[config.mk]
export PLATFORM = sky130hd
export DESIGN_NAME = newton_square_root_flat
export DESIGN_NICKNAME = d
export VERILOG_FILES = /design/src/rtl/nsq_pkg.sv /design/src/rtl/nsq_if.sv /design/src/rtl/newton_square_root.sv /design/src/flat_wrapper.sv
export SDC_FILE = /design/constraint.sdc
export NUM_CORES = 1
export LEC_CHECK = 0
export BUFFER_PORTS_ARGS = -buffer_cell sky130_fd_sc_hd__buf_4
export CAP_MARGIN = 10
export CORE_MARGIN = 10
export CORE_UTILIZATION = 30
export CTS_CLUSTER_DIAMETER = 150
export DETAILED_ROUTE_END_ITERATION = 7
export HOLD_SLACK_MARGIN = 0.1
export MAX_ROUTING_LAYER = met4
export PLACE_DENSITY = 0.48
export RECOVER_POWER = 50
export SETUP_SLACK_MARGIN = 0.5
export SYNTH_ARGS = -nofsm -noshare
export SYNTH_HDL_FRONTEND = slang
export SYNTH_SLANG_ARGS = --single-unit
[constraint.sdc]
create_clock -name clk -period 23.1 [get_ports clk]
set_input_delay 5.775 -clock clk [delete_from_list [all_inputs] [get_ports clk]]
set_output_delay 5.775 -clock clk [all_outputs]
set_load 0.005 [all_outputs]
[src/rtl/nsq_pkg.sv]
// Shared types, constants and the microcode program of the square root block.
// Depends on nothing; used by the top level and the interface file.
package nsq_pkg;

  localparam int unsigned DATA_WIDTH_DEFAULT = 32;
  localparam int unsigned FRAC_BITS_DEFAULT  = 16;
  localparam int unsigned ITER_WIDTH         = 6;
  localparam logic [ITER_WIDTH-1:0] ITER_RESET = 6'd5;

  localparam int unsigned STEP_WIDTH = 3;
  typedef logic [STEP_WIDTH-1:0] step_t;

  // Program addresses.
  localparam step_t STEP_IDLE     = 3'd0;
  localparam step_t STEP_DIV_INIT = 3'd1;
  localparam step_t STEP_DIV      = 3'd2;
  localparam step_t STEP_UPDATE   = 3'd3;
  localparam step_t STEP_EMIT     = 3'd4;

  typedef enum logic [2:0] {
    UOP_LOAD,
    UOP_DIV_INIT,
    UOP_DIV_STEP,
    UOP_UPDATE,
    UOP_EMIT
  } uop_t;

  typedef enum logic [2:0] {
    COND_NEVER,
    COND_NO_INPUT,
    COND_X_ZERO,
    COND_DIV_MORE,
    COND_MORE_STEPS,
    COND_OUT_BUSY
  } cond_t;

  // One control word: the operation, the jump condition, the target taken
  // when the condition holds, and the target taken otherwise.
  typedef struct packed {
    uop_t  op;
    cond_t cond;
    step_t jump;
    step_t next;
  } ucode_word_t;

  function automatic ucode_word_t ucode_rom(input step_t step);
    ucode_word_t w;
    case (step)
      STEP_IDLE:     w = '{UOP_LOAD,     COND_NO_INPUT,   STEP_IDLE,     STEP_DIV_INIT};
      STEP_DIV_INIT: w = '{UOP_DIV_INIT, COND_X_ZERO,     STEP_UPDATE,   STEP_DIV};
      STEP_DIV:      w = '{UOP_DIV_STEP, COND_DIV_MORE,   STEP_DIV,      STEP_UPDATE};
      STEP_UPDATE:   w = '{UOP_UPDATE,   COND_MORE_STEPS, STEP_DIV_INIT, STEP_EMIT};
      STEP_EMIT:     w = '{UOP_EMIT,     COND_OUT_BUSY,   STEP_EMIT,     STEP_IDLE};
      default:       w = '{UOP_LOAD,     COND_NEVER,      STEP_IDLE,     STEP_IDLE};
    endcase
    return w;
  endfunction

endpackage

[src/rtl/nsq_if.sv]
// Channel interfaces of the square root block: radicand in, root out, config.
// Depends on nsq_pkg for default widths.
interface nsq_req_if #(
  parameter int unsigned DATA_WIDTH = nsq_pkg::DATA_WIDTH_DEFAULT
);
  logic                  valid;
  logic                  ready;
  logic [DATA_WIDTH-1:0] radicand;

  modport source (output valid, output radicand, input ready);
  modport sink   (input valid, input radicand, output ready);
endinterface

interface nsq_rsp_if #(
  parameter int unsigned DATA_WIDTH = nsq_pkg::DATA_WIDTH_DEFAULT
);
  logic                  valid;
  logic                  ready;
  logic [DATA_WIDTH-1:0] root;

  modport source (output valid, output root, input ready);
  modport sink   (input valid, input root, output ready);
endinterface

interface nsq_cfg_if;
  logic                            valid;
  logic                            ready;
  logic [nsq_pkg::ITER_WIDTH-1:0]  iterations;

  modport source (output valid, output iterations, input ready);
  modport sink   (input valid, input iterations, output ready);
endinterface

[src/rtl/newton_square_root.sv]
// Channel   Direction  Payload            Transaction
// req       in         radicand (Q16.16)  one radicand to take the root of
// rsp       out        root (Q16.16)      one square root estimate
// cfg       in         iterations         write of the extra step count
//
// Each of the iterations + 1 Newton steps runs the restoring divider at one quotient bit
// a cycle over DATA_WIDTH + FRAC_BITS bits; a step from a zero estimate skips the division.
// Reset (synchronous, active high) returns the sequencer to idle, clears the output
// valid and sets iterations to 5. A finished root waits in the output register while
// the next radicand is accepted; the sequencer only stalls when it must emit again.
//
// Depends on nsq_pkg and the interfaces in nsq_if.sv.
module newton_square_root #(
  parameter int unsigned DATA_WIDTH = nsq_pkg::DATA_WIDTH_DEFAULT,
  parameter int unsigned FRAC_BITS  = nsq_pkg::FRAC_BITS_DEFAULT
) (
  input  logic      clk,
  input  logic      rst,
  nsq_req_if.sink   req,
  nsq_rsp_if.source rsp,
  nsq_cfg_if.sink   cfg
);

  // The division runs over the radicand followed by FRAC_BITS zero bits.
  localparam int unsigned TOTAL    = DATA_WIDTH + FRAC_BITS;
  localparam int unsigned BITCNT_W = $clog2(TOTAL);
  // The seed sum 1.0 + a needs room for both terms plus a carry.
  localparam int unsigned SEED_W   = TOTAL + 1;
  localparam logic [SEED_W-1:0] ONE_FIXED = SEED_W'(1) << FRAC_BITS;

  // Microcode sequencer.
  nsq_pkg::step_t       pc;
  nsq_pkg::step_t       pc_next;
  nsq_pkg::ucode_word_t word;
  logic                 cond_true;

  // Datapath registers.
  logic [nsq_pkg::ITER_WIDTH-1:0] iterations;
  logic [nsq_pkg::ITER_WIDTH-1:0] step_count;
  logic [DATA_WIDTH-1:0]          radicand;
  logic [DATA_WIDTH-1:0]          estimate;
  logic [DATA_WIDTH-1:0]          rem;
  logic [DATA_WIDTH-1:0]          quo;
  logic                           sat;
  logic [TOTAL-1:0]               dividend;
  logic [BITCNT_W-1:0]            bit_count;
  logic [DATA_WIDTH-1:0]          result;
  logic                           out_valid;

  // Combinational datapath values.
  logic                  out_busy;
  logic                  load_fire;
  logic                  emit_fire;
  logic [SEED_W-1:0]     seed_sum;
  logic [DATA_WIDTH:0]   shifted;
  logic [DATA_WIDTH:0]   diff;
  logic                  ge;
  logic [DATA_WIDTH-1:0] quotient;
  logic [DATA_WIDTH:0]   heron_sum;

  assign word = nsq_pkg::ucode_rom(pc);

  // Jump conditions of the program.
  always_comb begin
    case (word.cond)
      nsq_pkg::COND_NEVER:      cond_true = 1'b0;
      nsq_pkg::COND_NO_INPUT:   cond_true = !req.valid;
      nsq_pkg::COND_X_ZERO:     cond_true = (estimate == '0);
      nsq_pkg::COND_DIV_MORE:   cond_true = (bit_count != '0);
      nsq_pkg::COND_MORE_STEPS: cond_true = (step_count < iterations);
      nsq_pkg::COND_OUT_BUSY:   cond_true = out_busy;
      default:                  cond_true = 1'b0;
    endcase
  end

  always_comb begin
    pc_next = cond_true ? word.jump : word.next;
  end

  // Handshake outputs and operation strobes.
  always_comb begin
    out_busy  = out_valid && !rsp.ready;
    req.ready = (word.op == nsq_pkg::UOP_LOAD);
    load_fire = req.valid && (word.op == nsq_pkg::UOP_LOAD);
    emit_fire = (word.op == nsq_pkg::UOP_EMIT) && !out_busy;
    rsp.valid = out_valid;
    rsp.root  = result;
    cfg.ready = 1'b1;
  end

  // Arithmetic: seed, one restoring division step, and the Heron average.
  always_comb begin
    seed_sum  = ONE_FIXED + SEED_W'(req.radicand);
    shifted   = {rem, dividend[TOTAL-1]};
    diff      = shifted - {1'b0, estimate};
    ge        = (shifted >= {1'b0, estimate});
    quotient  = sat ? '1 : quo;
    heron_sum = {1'b0, estimate} + {1'b0, quotient};
  end

  always_ff @(posedge clk) begin
    if (rst) begin
      pc         <= nsq_pkg::STEP_IDLE;
      out_valid  <= 1'b0;
      iterations <= nsq_pkg::ITER_RESET;
      step_count <= '0;
      estimate   <= '0;
    end else begin
      pc <= pc_next;
      if (cfg.valid) begin
        iterations <= cfg.iterations;
      end
      if (out_valid && rsp.ready && !emit_fire) begin
        out_valid <= 1'b0;
      end
      case (word.op)
        nsq_pkg::UOP_LOAD: begin
          if (load_fire) begin
            radicand   <= req.radicand;
            estimate   <= seed_sum[DATA_WIDTH:1];
            step_count <= '0;
          end
        end
        nsq_pkg::UOP_DIV_INIT: begin
          rem       <= '0;
          quo       <= '0;
          sat       <= 1'b0;
          dividend  <= TOTAL'(radicand) << FRAC_BITS;
          bit_count <= BITCNT_W'(TOTAL - 1);
        end
        nsq_pkg::UOP_DIV_STEP: begin
          rem       <= ge ? diff[DATA_WIDTH-1:0] : shifted[DATA_WIDTH-1:0];
          // A quotient that outgrows the word saturates to all ones.
          if (quo[DATA_WIDTH-1]) begin
            sat <= 1'b1;
          end
          quo       <= {quo[DATA_WIDTH-2:0], ge};
          dividend  <= dividend << 1;
          bit_count <= bit_count - 1'b1;
        end
        nsq_pkg::UOP_UPDATE: begin
          estimate <= heron_sum[DATA_WIDTH:1];
          if (step_count < iterations) begin
            step_count <= step_count + 1'b1;
          end
        end
        nsq_pkg::UOP_EMIT: begin
          if (emit_fire) begin
            result    <= estimate;
            out_valid <= 1'b1;
          end
        end
        default: begin
        end
      endcase
    end
  end

endmodule

[src/flat_wrapper.sv]
// flat-port wrapper written by rule: the top's interface ports become plain ports
module newton_square_root_flat 
#(
  parameter int unsigned DATA_WIDTH = nsq_pkg::DATA_WIDTH_DEFAULT,
  parameter int unsigned FRAC_BITS  = nsq_pkg::FRAC_BITS_DEFAULT
)
  (clk, rst, req_valid, req_radicand, req_ready, rsp_valid, rsp_root, rsp_ready, cfg_valid, cfg_iterations, cfg_ready);
  nsq_req_if #(.DATA_WIDTH(DATA_WIDTH)) req_i ();
  nsq_rsp_if #(.DATA_WIDTH(DATA_WIDTH)) rsp_i ();
  nsq_cfg_if cfg_i ();
  input  logic clk;
  input  logic rst;
  input wire logic [$bits(req_i.valid)-1:0] req_valid;
  input wire logic [$bits(req_i.radicand)-1:0] req_radicand;
  output wire logic [$bits(req_i.ready)-1:0] req_ready;
  output wire logic [$bits(rsp_i.valid)-1:0] rsp_valid;
  output wire logic [$bits(rsp_i.root)-1:0] rsp_root;
  input wire logic [$bits(rsp_i.ready)-1:0] rsp_ready;
  input wire logic [$bits(cfg_i.valid)-1:0] cfg_valid;
  input wire logic [$bits(cfg_i.iterations)-1:0] cfg_iterations;
  output wire logic [$bits(cfg_i.ready)-1:0] cfg_ready;
  assign req_i.valid = req_valid;
  assign req_i.radicand = req_radicand;
  assign req_ready = req_i.ready;
  assign rsp_valid = rsp_i.valid;
  assign rsp_root = rsp_i.root;
  assign rsp_i.ready = rsp_ready;
  assign cfg_i.valid = cfg_valid;
  assign cfg_i.iterations = cfg_iterations;
  assign cfg_ready = cfg_i.ready;
  newton_square_root #(.DATA_WIDTH(DATA_WIDTH), .FRAC_BITS(FRAC_BITS)) u_core (.clk(clk), .rst(rst), .req(req_i), .rsp(rsp_i), .cfg(cfg_i));
endmodule
# Yosys cells after proc, flatten, opt, wreduce, memory -nomap -nowiden
# Index checks and enable logic that the tools add are counted.
dict set report totals {
  ff_bits 231
  inputBits 43
  out_inout_bits 35
  word_cells 76
}
dict set report classes {
  add_sub_neg 5
  magnitude_cmp 2
  n_eq_ne 16
  muxes 19
  n_bitwise 1
  reduce_logical 21
}
# operator count
set op_table {}
lappend op_table {{32-bit case mux with 2 select lines} 3}
lappend op_table {{32-bit 2-to-1 mux} 3}
lappend op_table {{48-bit case mux with 2 select lines} 1}
lappend op_table {{12-bit case mux with 5 select lines} 1}
lappend op_table {{17-bit by 32-bit adder with 33-bit output (first input constant)} 1}
lappend op_table {{32-bit by 32-bit adder with 33-bit output} 1}
lappend op_table {{33-bit by 32-bit >= comparator with 1-bit output} 1}
lappend op_table {{32-bit zero test} 1}
lappend op_table {{32-bit subtractor} 1}
lappend op_table {{6-bit case mux with 2 select lines} 2}
lappend op_table {{3-bit by 2-bit == test with 1-bit output (second input constant)} 6}
lappend op_table {{3-bit == test (second input constant)} 4}
lappend op_table {{6-bit 2-to-1 mux} 2}
lappend op_table {{3-bit AND reduction} 4}
lappend op_table {{3-bit by 1-bit == test with 1-bit output (second input constant)} 3}
lappend op_table {{6-bit by 1-bit adder with 6-bit output (second input constant)} 1}
lappend op_table {{3-bit zero test} 2}
lappend op_table {{6-bit less-than comparator} 1}
lappend op_table {{2-bit by 1-bit != test with 1-bit output (second input constant)} 3}
lappend op_table {{6-bit nonzero test} 1}
lappend op_table {{6-bit by 1-bit subtractor with 6-bit output (second input constant)} 1}
lappend op_table {{1-bit logical AND} 5}
lappend op_table {{1-bit case mux with 5 select lines} 1}
lappend op_table {{1-bit zero test} 4}
lappend op_table {{other kinds (6)} 11}

# Depth between registers and ports, before layout
# Gate-level depths: netlist of the first run.
dict set report logic_depth {
  ltp_word 9
  ltp_mapped 14
  ltp_nobuf 12
}

# Worst setup path after synthesis of the first run
# Ideal clock, no wire load.
dict set report synth_path {
  path_type {input port to flip-flop}
  start {input port rst}
  end {register u_core.sat, enable pin}
  setup_ns 0.314
  arrival_ns 13.530
  t_required_ns 22.786
  slack_ns 9.256
  stages 3
  n_path_buf 1
  cell_sequence {clkbuf_1 > nor3_1 > o21a_1}
}
dict set report synth_between {
  elab_chain_len 2
}
# item line
set synth_rtl {}
lappend synth_rtl {{start: declaration} flat_wrapper.sv:12} ;# input logic rst;
lappend synth_rtl {{1-bit NOT (no line)} n/a}
lappend synth_rtl {{3-bit AND reduction (no line)} n/a}
lappend synth_rtl {{end signal: assignment} newton_square_root.sv:127} ;# sat <= 1'b0;
lappend synth_rtl {{end signal: assignment} newton_square_root.sv:135} ;# sat <= 1'b1;
lappend synth_rtl {{end: declaration} newton_square_root.sv:44} ;# logic sat;
# No other way between the ends.
# A chain may end at the register's enable or synchronous reset.

# Final worst setup path of the first run
dict set report layout_path {
  start {input port rst}
  end {register u_core.rem[9], enable pin}
}
dict set report layout_between {
  elab_chain_len 2
}
# item line
set layout_rtl {}
lappend layout_rtl {{1-bit NOT (no line)} n/a}
lappend layout_rtl {{2-bit AND reduction (no line)} n/a}
lappend layout_rtl {{end signal: assignment} newton_square_root.sv:132} ;# rem <= ge ? diff[DATA_WIDTH-1:0] : shifted[DATA_WIDTH-1:0];
lappend layout_rtl {{end: declaration} newton_square_root.sv:42} ;# logic [DATA_WIDTH-1:0] rem;
# No other way between the ends.

==> impl_summary.txt, run 1 <==
----------------------------------------------------
[Setup path]
  Reg2Reg Launch Point ... u_core.pc[0]
  Type of element capturing the critical path ... flop
  Maximum fanout count along the critical path ... 39
  Worst Path Class, Setup ... in2reg
  WP data arrival ... 8.63 ns
  Launch point of the critical path ... rst
  Nature of the critical path startpoint ... input port
  CP Data Required Time ... approximately 23 ns

[Pwr]
  Static leakage ... around 0.0055 uW
  Worst IR drop on VDD ... 0.0000652 V
  Power density of the placed cells ... around 130 mW/mm^2

[Logic synthesis]
  Share of the synthesized area in the top cell type ... between 30% and 40%
  Number of enable flip-flop cells after synthesis ... 167
  Register bit count reported by yosys ... between 200 and 250
  Number of unique standard cell types used by synthesis ... 70
  Register area share after synthesis ... between 40% and 50%
  Per-instance average area after synthesis ... 9.59 sq um
  Largest area contributor in the netlist ... edfxtp_1
  Most instantiated flip-flop cell in the synthesis netlist ... edfxtp_1
  Top cells by area, synth ... edfxtp_1 40%, dfxtp_1 7.6%, ha_1 7.2%
  Number of nets in the synthesized netlist ... 1430
  Asr flop ratio synth ... 0%
  Synth Instances ... approximately 1300
  Area of the mapped netlist ... roughly 0.013 sq mm
  Yosys warns ... 0

[Layout]
  Inserted Diodes ... 0
  Area growth from synthesis to final layout ... 14.9%
  Net count of the finished layout ... ~1500
  Combined area of the multi-input logic cells ... ~0.0062 sq mm
  Filler cell count in the final layout ... around 4200
  Register Area ... 0.00598 sq mm
  Layout cell share with drive strength beyond 1 ... between 10% and 20%

[Global route]
  Leftover overflow at the end of global routing ... 0
  All-Layer GR Usage ... ~15%
  Pin count of the biggest net entering global routing ... 75
  Global-route wire length before repair ... around 57 mm
  Antenna violations before repair ... 0
  Number of global-route vias before repair ... between 9000 and 10000

[Place]
  # port buffers ... 76
  Dpl hpwl ... 26.3 mm
  RePlAce Congestion ... just under 0.9
  Pre-CTS WS ... roughly 15 ns

[Drt]
  Initial detailed-routing violation count ... about 760
  First-pass iteration count of the detailed router ... 5
  DR vias/cell ... around 5
  Vias ... around 9800
  Drt drc ... 0
  WL/cell ... approximately 19 microns
  Number of nets still failing antenna checks after routing ... 0
  Detailed Route WL ... between 30 and 40 mm

[Timing]
  Slew headroom ... -136%
  Sum of negative setup slack ... 0 ns
  Number of setup violations in the final report ... 0
  Final number of hold-violating endpoints ... 0
  Hold WS ... between 0.4 and 0.5 ns
  Period minus WS final ... 8.51 ns
  Slew @ Worst Pin ... 3.55 ns
  Max Clock Freq ... 0.117 GHz
  Final clock skew ... roughly 0.023 ns
  Setup repair after global routing missed its margin ... false
  Max-slew violation count ... between 200 and 250
  Final cycle utilization of the critical path ... 36.9%
  Final WS setup ... ~15 ns

[CTS]
  Maximum buffer depth of the clock tree ... 3
  Clock sink count ... approximately 220
  Clock latency reported for the late side of the worst-skew pair ... roughly 0.55 ns
  Setup Fix Bufs, Post-CTS ... 0
  Depth of the CTS H-tree ... 1
  Number of resized instances in the post-cts repair step ... 0
  CTS Buf Count ... 26
  Clock tree from TritonCTS ... yes
  Clk Tree Root Cell ... clkbuf_16
  Number of buffers inserted by hold repair at cts ... 0
  Clock transition at path regs ... approximately 0.060 ns

[Run]
  Max_cap viols ... 4

[Floorplanning]
  Height of the chip ... around 220 microns
  Number of placed I/O pins ... 78
  Total Die Area ... 0.0506 sq mm
  Core box area ... 0.0412 sq mm
  Overall die width ... 225 microns
  Number of rows created at floorplan ... 74
  Initial standard-cell utilization of the core ... approximately 31%

[Hold path]
  Worst Hold Launch ... u_core.iterations[0]
  Worst hold path class ... reg2reg

[Status]
  Violations in the final reports ... max-capacitance violations, max-slew violations
  Result of the run ... finished with violations

----------------------------------------------------
==> through the flow <==
stage	utilization [%]	instances	cell area (sq um)	total power (uW)
floorplan	-	1313	12600	1270
global placement	33.2	1869	13700	1500
detailed placement	33.2	1869	13700	1500
CTS	35.4	1917	14600	1930
global route	35.1	1918	14500	2070
finish	35.1	1918	14500	1920
==> layout by cell type (no fill, tap or decap), drive strengths merged, types with 4 or more instances in the layout <==
cell type,n
a31oi,10
clkbuf,72
ha,72
and3,12
nand4,20
a211oi,13
o31ai,5
xnor2,37
a221oi,4
o21a,15
a211o,5
clkinv,8
and2,38
inv,60
o21bai,9
nor3,18
or2,33
dfxtp,48
nor3b,4
xor2,32
buf,48
edfxtp,167
nand2b,11
nor4,12
o21ai,62
a21oi,116
o22ai,9
a311oi,12
o211ai,11
nor2,95
nor2b,10
nand2,175
nand3,43
mux2i,7
or3,9
a21o,37
==> path summary, 6_finish.rpt <==
check | endpoint | slack, ns | cells after the start
setup / recovery | u_core.rem[9] | 14.59 | 3
hold / removal | u_core.iterations[0] | 0.48 | 2
setup reg to reg | u_core.rem[30] | 18.31 | 10
hold reg to reg | u_core.iterations[0] | 0.48 | 2
==> state kept, by name, indices dropped and copies added (netlist names) <==
signal,flops
u_core.sat,1
u_core.rem,32
u_core.estimate,32
u_core.iterations,6
u_core.pc,3
u_core.quo,32
u_core.rsp.root,32
u_core.step_count,6
u_core.radicand,32
u_core.rsp.valid,1
u_core.bit_count,6
u_core.dividend,32
==> area by class of cell <==
| cell class | instances | area share (%) |
|---|---|---|
| clock buffer | 36 | 5.09 |
| tap | 532 | 4.60 |
| multi-input combinational | 979 | 42.7 |
| inverter | 60 | 1.56 |
| sequential | 215 | 41.3 |
| timing repair buffer | 84 | 3.59 |
| clock inverter | 12 | 1.12 |
==> routing by layer <==
layer	wire, microns	GRT usage (%)	up-vias
met5	0	-	-
met4	787	4.01	0
met3	1540	1.83	46
met2	15800	21.3	183
met1	18400	20.6	4708
li1	-	-	4865
==> power by group <==
part | internal [uW] | total, uW | switching, uW
sequential | 530 | 602 | 72.2
combinational | 349 | 895 | 545
clock | 257 | 425 | 168
==> cells by family after synthesis <==
family / after synthesis / synth area share, %
simple gates: 490 / 18.7
flops: 215 / 47.5
mux: 9 / 0.735
fa+ha+maj: 74 / 7.47
other cells: 1 / 0.0298
buf+inv: 119 / 3.68
xor+xnor: 69 / 4.80
compound gates: 336 / 17.2
==> cell usage after synthesis (all sizes together), types with 7 or more instances <==
| cell type | number |
|---|---|
| a21oi | 116 |
| inv | 60 |
| nand3 | 43 |
| a21o | 37 |
| nor3 | 18 |
| a211oi | 13 |
| a311oi | 12 |
| nor4 | 12 |
| nand4 | 20 |
| or2 | 33 |
| o21ai | 62 |
| nor2b | 10 |
| and3 | 12 |
| and2 | 38 |
| o211ai | 11 |
| nor2 | 95 |
| o21bai | 9 |
| nand2 | 175 |
| edfxtp | 167 |
| buf | 12 |
| xor2 | 32 |
| clkbuf | 47 |
| o21a | 15 |
| xnor2 | 37 |
| or3 | 9 |
| dfxtp | 48 |
| o22ai | 9 |
| nand2b | 11 |
| ha | 72 |
| mux2i | 7 |
| a31oi | 10 |
==> critical path, stage by stage <==
cell and delay, ns:
clkbuf_1 0.70, nor3_1 0.50, clkbuf_1 1.60
Power figures use the tool's default switching activity.
==> inputs of run 2 (changes only) <==
--- a/config.mk
+++ b/config.mk
@@ -5,6 +5,7 @@
 export SDC_FILE = /design/constraint.sdc
 export NUM_CORES = 1
 export LEC_CHECK = 0
+export ABC_AREA = 1
 export BUFFER_PORTS_ARGS = -buffer_cell sky130_fd_sc_hd__buf_4
 export CAP_MARGIN = 10
 export CORE_MARGIN = 10
@@ -13,7 +14,7 @@
 export DETAILED_ROUTE_END_ITERATION = 7
 export HOLD_SLACK_MARGIN = 0.1
 export MAX_ROUTING_LAYER = met4
-export PLACE_DENSITY = 0.48
+export PLACE_DENSITY = 0.5
 export RECOVER_POWER = 50
 export SETUP_SLACK_MARGIN = 0.5
 export SYNTH_ARGS = -nofsm -noshare
==> constraint.sdc (replaced) <==
create_clock -name clk -period 7.05 [get_ports clk]
set_input_delay 1.7625 -clock clk [delete_from_list [all_inputs] [get_ports clk]]
set_output_delay 1.7625 -clock clk [all_outputs]
set_load 0.005 [all_outputs]
==> impl_summary.txt, run 2 <==
----------------------------------------------------
[Place]
  # port buffers ... 76 (unchanged)
  RePlAce Congestion ... 0.920 (+5.1%)
  Pre-CTS WS ... 2.94 ns (-12.41 ns)
  Number of placed cells counting well taps ... 2552 (+37%)
  Dpl hpwl ... 34.0 mm (+30%)

[Pwr]
  Static leakage ... 0.00728 uW (+33%)
  Power share of the combinational group ... 50.0% (+3.5 points)
  Worst IR drop on VDD ... 0.000236 V (+260%)
  Power dissipated by switching net loads ... 3150 uW (+300%)
  Relative contribution of sequential cells to total power ... 28.1% (-3.2 points)
  Int Power ... 3700 uW (+230%)
  Power density of the placed cells ... 431 mW/mm^2 (+220%)
  Fraction of power spent switching nets ... 46.0% (+5.2 points)
  Clock power frac ... 21.8% (-0.3 points)

[Logic synthesis]
  Largest area contributor in the netlist ... edfxtp_1
  Most instantiated flip-flop cell in the synthesis netlist ... edfxtp_1
  Number of enable flip-flop cells after synthesis ... 167 (unchanged)
  Top cells by area, synth ... edfxtp_1 36%, nand2_1 17%, inv_1 8.0%
  Synth Instances ... 1912 (+46%)
  Yosys warns ... 0 (unchanged)
  Register bit count reported by yosys ... 215 (unchanged)
  Asr flop ratio synth ... 0% (unchanged)
  Area of the mapped netlist ... 0.0139 sq mm (+11%)
  Per-instance average area after synthesis ... 7.29 sq um (-24%)
  List of most frequent post-synthesis cells ... 622 x nand2_1, 297 x inv_1, 240 x nor2_1
  Number of nets in the synthesized netlist ... 2029 (+42%)
  Number of unique standard cell types used by synthesis ... 48 (-31%)
  Share of the synthesized area in the top cell type ... 36.0% (-3.9 points)
  Register area share after synthesis ... 42.9% (-4.6 points)
  Most common cell in the netlist ... nand2_1

[Drt]
  First-pass iteration count of the detailed router ... 5 (unchanged)
  DR vias/cell ... 4.70 (-8.1%)
  Number of nets still failing antenna checks after routing ... 0 (unchanged)
  Vias ... 12228 (+25%)
  Detailed Route WL ... 44.5 mm (+22%)
  WL/cell ... 17.1 microns (-10%)
  Drt drc ... 0 (unchanged)
  Initial detailed-routing violation count ... 845 (+11%)

[Hold path]
  Worst hold path class ... reg2reg

[Timing]
  Hold WS ... 0.468 ns (-0.0156 ns)
  Slew @ Worst Pin ... 3.26 ns (-0.284 ns)
  Final clock skew ... 0.00974 ns (-0.0129 ns)
  Slew headroom ... -118% (+18 points)
  Period minus WS final ... about 5.2 ns
  Setup repair after global routing missed its margin ... false
  Max-slew violation count ... 135 (-39%)
  Final WS setup ... 1.85 ns (-12.74 ns)
  Final number of hold-violating endpoints ... 0 (unchanged)
  Sum of negative setup slack ... 0 ns (unchanged)
  Final cycle utilization of the critical path ... 73.8%
  Max Clock Freq ... between 0.15 and 0.2 GHz
  Number of setup violations in the final report ... 0 (unchanged)

[Global route]
  All-Layer GR Usage ... 16.0% (+1.5 points)
  Antenna violations before repair ... 0 (unchanged)
  Global-route wire length before repair ... 69.2 mm (+22%)
  Leftover overflow at the end of global routing ... 0 (unchanged)
  Number of global-route vias before repair ... 11975 (+26%)
  Pin count of the biggest net entering global routing ... 61 (-19%)

[Setup path]
  Nature of the critical path startpoint ... input port
  Worst r2r dst ... u_core.estimate[11]
  Crit-path max cell delay ... 2.73 ns (+1.13 ns)
  Type of element capturing the critical path ... flop
  Critical path destination ... u_core.radicand[3]
  WP data arrival ... 5.30 ns (-3.33 ns)
  CP Data Required Time ... 7.15 ns (-16.06 ns)
  R2R Setup Slk ... 1.97 ns (-16.34 ns)
  Reg2Reg Launch Point ... u_core.pc[0]
  Launch point of the critical path ... rst
  Depth of the worst register-to-register path ... 16 (+6)
  Max stage delay cell, worst path ... nor2_1
  Crit path buf inv count ... 1 (-1)
  Levels on crit path ... 2 (-1)
  Series of cell instances along the critical path ... clkbuf_1, nor2_1
  Top cell family by delay on the critical path ... simple AND/OR/NAND/NOR gates
  Maximum fanout count along the critical path ... 32 (-18%)
  Worst Path Class, Setup ... in2reg

[CTS]
  Setup Fix Bufs, Post-CTS ... 0 (unchanged)
  Depth of the CTS H-tree ... 1 (unchanged)
  Clock latency reported for the late side of the worst-skew pair ... 0.56 ns (about the same)
  Clk Tree Root Cell ... clkbuf_16
  Clock tree from TritonCTS ... yes
  Number of resized instances in the post-cts repair step ... 0 (unchanged)
  CTS Buf Count ... 28 (+7.7%)
  Number of buffers inserted by hold repair at cts ... 0 (unchanged)
  Clock transition at path regs ... 0.06 ns (about the same)
  Clock sink count ... 215 (unchanged)
  Maximum buffer depth of the clock tree ... 3 (unchanged)

[Layout]
  Commonest non-fill, non-tap cell in the layout ... nand2_1
  Net count of the finished layout ... 2099 (+42%)
  Layout cell share with drive strength beyond 1 ... 5.59% (-4.7 points)
  Inserted Diodes ... 0 (unchanged)
  Filler cell count in the final layout ... 4931 (+18%)
  Top library cells by usage in the layout, fill and taps aside ... 622 x nand2_1, 299 x inv_1, 240 x nor2_1
  Area growth from synthesis to final layout ... 14.1%
  Final Instance Count excl. Fillers ... 2604 (+36%)

[Floorplanning]
  Overall die width ... 236 microns (+4.8%)
  Number of rows created at floorplan ... 78 (+5.4%)
  Number of placed I/O pins ... 78 (unchanged)
  Total Die Area ... 0.0555 sq mm (+9.7%)
  Initial standard-cell utilization of the core ... 30.5% (-0.036 points)
  Height of the chip ... 236 microns (+4.8%)
  Core box area ... 0.0457 sq mm (+11%)

[Status]
  Violations in the final reports ... max-capacitance violations, max-slew violations
  Result of the run ... finished with violations

[Run]
  Max_cap viols ... 4 (unchanged)

----------------------------------------------------
run 2: cell types whose count changed in the layout (fill, tap and decap cells not counted), moves of 21 or more:
cell and delta:
nand2_1 +449, inv_1 +240, nor2_1 +148, nand3_1 +52
a21o_1 -35, buf_4 -33, or2_2 -28, xnor2_1 -25
clkbuf_4 +24, and2_1 -21, nand3b_1 +21
run 2: cell type report:
type	count	area, sq um	area share [%]
clock buffer	30	739	4.65
clock inverter	22	223	1.40
inverter	303	1140	7.15
multi-input combinational	1352	6630	41.6
sequential	215	5980	37.6
tap	600	751	4.72
timing repair buffer	82	458	2.88
run 2: worst min path at each step:
stage	start	endpoint	slack [ns]	cells past startpoint
6_report	u_core.estimate[31]	u_core.rsp.root[31]	0.47	0
5_1_grt	u_core.estimate[31]	u_core.rsp.root[31]	0.48	0
4_1_cts	u_core.estimate[31]	u_core.rsp.root[31]	0.47	0
3_5_place_dp	u_core.estimate[31]	u_core.rsp.root[31]	0.45	0
3_3_place_gp	u_core.estimate[31]	u_core.rsp.root[31]	0.45	0
2_1_floorplan	u_core.iterations[0]	u_core.iterations[0]	0.42	2
run 2: cell families after synthesis:
kind of cell	Yosys count	share of synthesized area, %
AND/OR/NAND/NOR	1047	31.0
buffers and inverters	345	9.73
flip-flops	215	42.9
AO/OA/AOI/OAI	196	7.54
adder cells (fa/ha/maj)	74	6.75
XOR/XNOR	34	2.14
other	1	0.0269
run 2: per-layer routing:
layer	part of all wire, %	track usage, %
met3	3.8	1.80
met5	0	-
met2	47	25.9
met4	2.4	4.38
met1	47	20.8
run 2: power by group through the flow:
stage | Sequential, uW | Combinational (uW) | Clock, uW
after CTS | 1930 | 3450 | 1530
after detailed placement | 1950 | 3430 | 0
after global placement | 1950 | 3420 | 0
after global routing | 1960 | 3920 | 1580
final | 1930 | 3430 | 1500
after floorplan | 1870 | 2530 | 0
run 2: through the flow:
step,cell area (sq um),util [%],total power [uW]
finish,15900,34.8,6860
floorplan,13900,-,4400
detailed placement,15100,33.1,5380
CTS,16100,35.2,6910
global route,15900,34.8,7460
global placement,15100,33.1,5370
==> inputs of run 3 (changes only) <==
==> constraint.sdc (replaced) <==
create_clock -name clk -period 4.28 [get_ports clk]
set_input_delay 1.07 -clock clk [delete_from_list [all_inputs] [get_ports clk]]
set_output_delay 1.07 -clock clk [all_outputs]
set_load 0.005 [all_outputs]
==> impl_summary.txt, run 3 (synthesis results as in run 2) <==
----------------------------------------------------
[Global route]
  Pin count of the biggest net entering global routing ... 69 (+13%)
  Number of global-route vias before repair ... 12075 (+0.84%)
  Antenna violations before repair ... 0 (unchanged)
  Leftover overflow at the end of global routing ... 0 (unchanged)
  All-Layer GR Usage ... 16.0% (+0.038 points)
  Global-route wire length before repair ... 69.1 mm (-0.14%)

[Drt]
  Detailed Route WL ... 45.2 mm (+1.5%)
  Drt drc ... 0 (unchanged)
  Number of nets still failing antenna checks after routing ... 0 (unchanged)
  DR vias/cell ... 4.72 (+0.61%)
  First-pass iteration count of the detailed router ... 5 (unchanged)
  Initial detailed-routing violation count ... 1011 (+20%)
  Vias ... 12331 (+0.84%)
  WL/cell ... 17.3 microns (+1.3%)

[Pwr]
  Power share of the combinational group ... 51.6% (+1.6 points)
  Int Power ... 5910 uW (+60%)
  Relative contribution of sequential cells to total power ... 28.5% (+0.4 points)
  Overall power after layout ... 11100 uW (+61%)
  Power dissipated by switching net loads ... 5160 uW (+64%)
  Worst IR drop on VDD ... 0.000315 V (+33%)
  Clock power frac ... 20.0% (-1.8 points)
  Power density of the placed cells ... 698 mW/mm^2 (+62%)
  Fraction of power spent switching nets ... 46.6% (+0.59 points)
  Static leakage ... 0.00724 uW (-0.65%)

[Timing]
  Hold WS ... 0.462 ns (-0.00569 ns)
  Final number of hold-violating endpoints ... 0 (unchanged)
  Sum of negative setup slack ... 0 ns (unchanged)
  Max Clock Freq ... 0.283 GHz
  Slew headroom ... 17.3% (+140 points)
  Setup repair after global routing missed its margin ... false
  Slew @ Worst Pin ... 1.24 ns (-2.02 ns)
  Number of setup violations in the final report ... 0 (unchanged)
  Final cycle utilization of the critical path ... 82.6%
  Max-slew violation count ... 0 (-100%)
  Final clock skew ... 0.0204 ns (+0.0106 ns)
  Period minus WS final ... 3.54 ns

[Setup path]
  Worst Path Class, Setup ... reg2reg
  WP data arrival ... 3.75 ns (-1.55 ns)
  Nature of the critical path startpoint ... flop
  Type of element capturing the critical path ... flop
  Maximum fanout count along the critical path ... 17 (-47%)
  CP Data Required Time ... 4.50 ns (-2.65 ns)

[Layout]
  Final Instance Count excl. Fillers ... 2610 (+0.23%)
  Net count of the finished layout ... 2107 (+0.38%)
  Filler cell count in the final layout ... 4914 (-0.34%)
  Layout cell share with drive strength beyond 1 ... 5.27% (-0.32 points)
  Area growth from synthesis to final layout ... 13.6%
  Inserted Diodes ... 0 (unchanged)
  Commonest non-fill, non-tap cell in the layout ... nand2_1
  End-of-flow core utilization ... 34.7% (-0.14 points)
  Top library cells by usage in the layout, fill and taps aside ... 621 x nand2_1, 298 x inv_1, 239 x nor2_1

[CTS]
  Number of buffers inserted by hold repair at cts ... 0 (unchanged)
  Clock tree from TritonCTS ... yes
  Clock transition at path regs ... 0.06 ns (about the same)
  Clk Tree Root Cell ... clkbuf_16
  Number of resized instances in the post-cts repair step ... 0 (unchanged)
  CTS Buf Count ... 27 (-3.6%)
  Setup Fix Bufs, Post-CTS ... 0 (unchanged)
  Clock latency reported for the late side of the worst-skew pair ... 0.55 ns (about the same)
  Depth of the CTS H-tree ... 1 (unchanged)
  Maximum buffer depth of the clock tree ... 3 (unchanged)
  Clock sink count ... 215 (unchanged)

[Hold path]
  Worst hold path class ... reg2reg

[Floorplanning]
  Number of placed I/O pins ... 78 (unchanged)
  Overall die width ... 236 microns (unchanged)
  Number of rows created at floorplan ... 78 (unchanged)
  Total Die Area ... 0.0555 sq mm (unchanged)
  Core box area ... 0.0457 sq mm (unchanged)
  Initial standard-cell utilization of the core ... 30.5% (unchanged)
  Height of the chip ... 236 microns (unchanged)

[Place]
  Number of placed cells counting well taps ... 2561 (+0.35%)
  Dpl hpwl ... 35.1 mm (+3.1%)
  # port buffers ... 76 (unchanged)
  RePlAce Congestion ... 0.970 (+5.4%)

[Run]
  Max_cap viols ... 0 (-4)

[Status]
  Result of the run ... complete, no violations

----------------------------------------------------
-- run 3: area by class of cell --
cell class | count | area (sq um) | share of cell area [%]
clock inverter | 12 | 126 | 0.798
tap | 600 | 751 | 4.74
clock buffer | 37 | 723 | 4.56
timing repair buffer | 91 | 512 | 3.23
multi-input combinational | 1352 | 6620 | 41.8
inverter | 303 | 1140 | 7.18
sequential | 215 | 5980 | 37.7
-- run 3: path summary, 6_finish.rpt --
path	startpoint	end	slack (ns)	cells after the start
worst min-delay path	u_core.iterations[4]	u_core.iterations[4]	0.46	2
worst max-delay path	u_core.pc[0]	u_core.radicand[30]	0.74	11
worst min register to register	u_core.iterations[4]	u_core.iterations[4]	0.46	2
worst max register to register	u_core.pc[0]	u_core.radicand[30]	0.74	11
-- run 3: power by group through the flow --
stage               logic [uW]  registers (uW)  clock network (uW)
global route              6490            3200                2340
CTS                       5760            3140                2260
global placement          5760            3180                   0
detailed placement        5730            3180                   0
floorplan                 4170            3070                   0
finish                    5710            3150                2210
-- run 3: critical path: stages, from the launching register on --
cell and delay, ns:
dfxtp_1 0.34, nor2_1 0.27, nor2_1 0.07, nand2_1 0.14, ha_1 0.16, inv_1 0.06, nand2_1 0.15, nor2_1 0.11
nor3b_1 0.41, nand2_2 0.40, nor2_4 0.68, buf_4 0.39
-- run 3: per-stage QoR --
stage                     setup slack, ns  instance area (sq um)
final                               0.745                  15800
after global placement              0.984                  15200
after floorplan                     0.560                  14000
after CTS                           0.973                  16100
after detailed placement            0.990                  15200
after global routing                0.552                  15800
-- run 3: layer usage --
metal | up-vias | wire (microns) | track usage, %
li1 | 6268 | - | -
met1 | 5699 | 20700 | 20.7
met2 | 310 | 21100 | 26.0
met3 | 54 | 2350 | 1.92
met4 | 0 | 1070 | 4.55
met5 | - | 0 | -
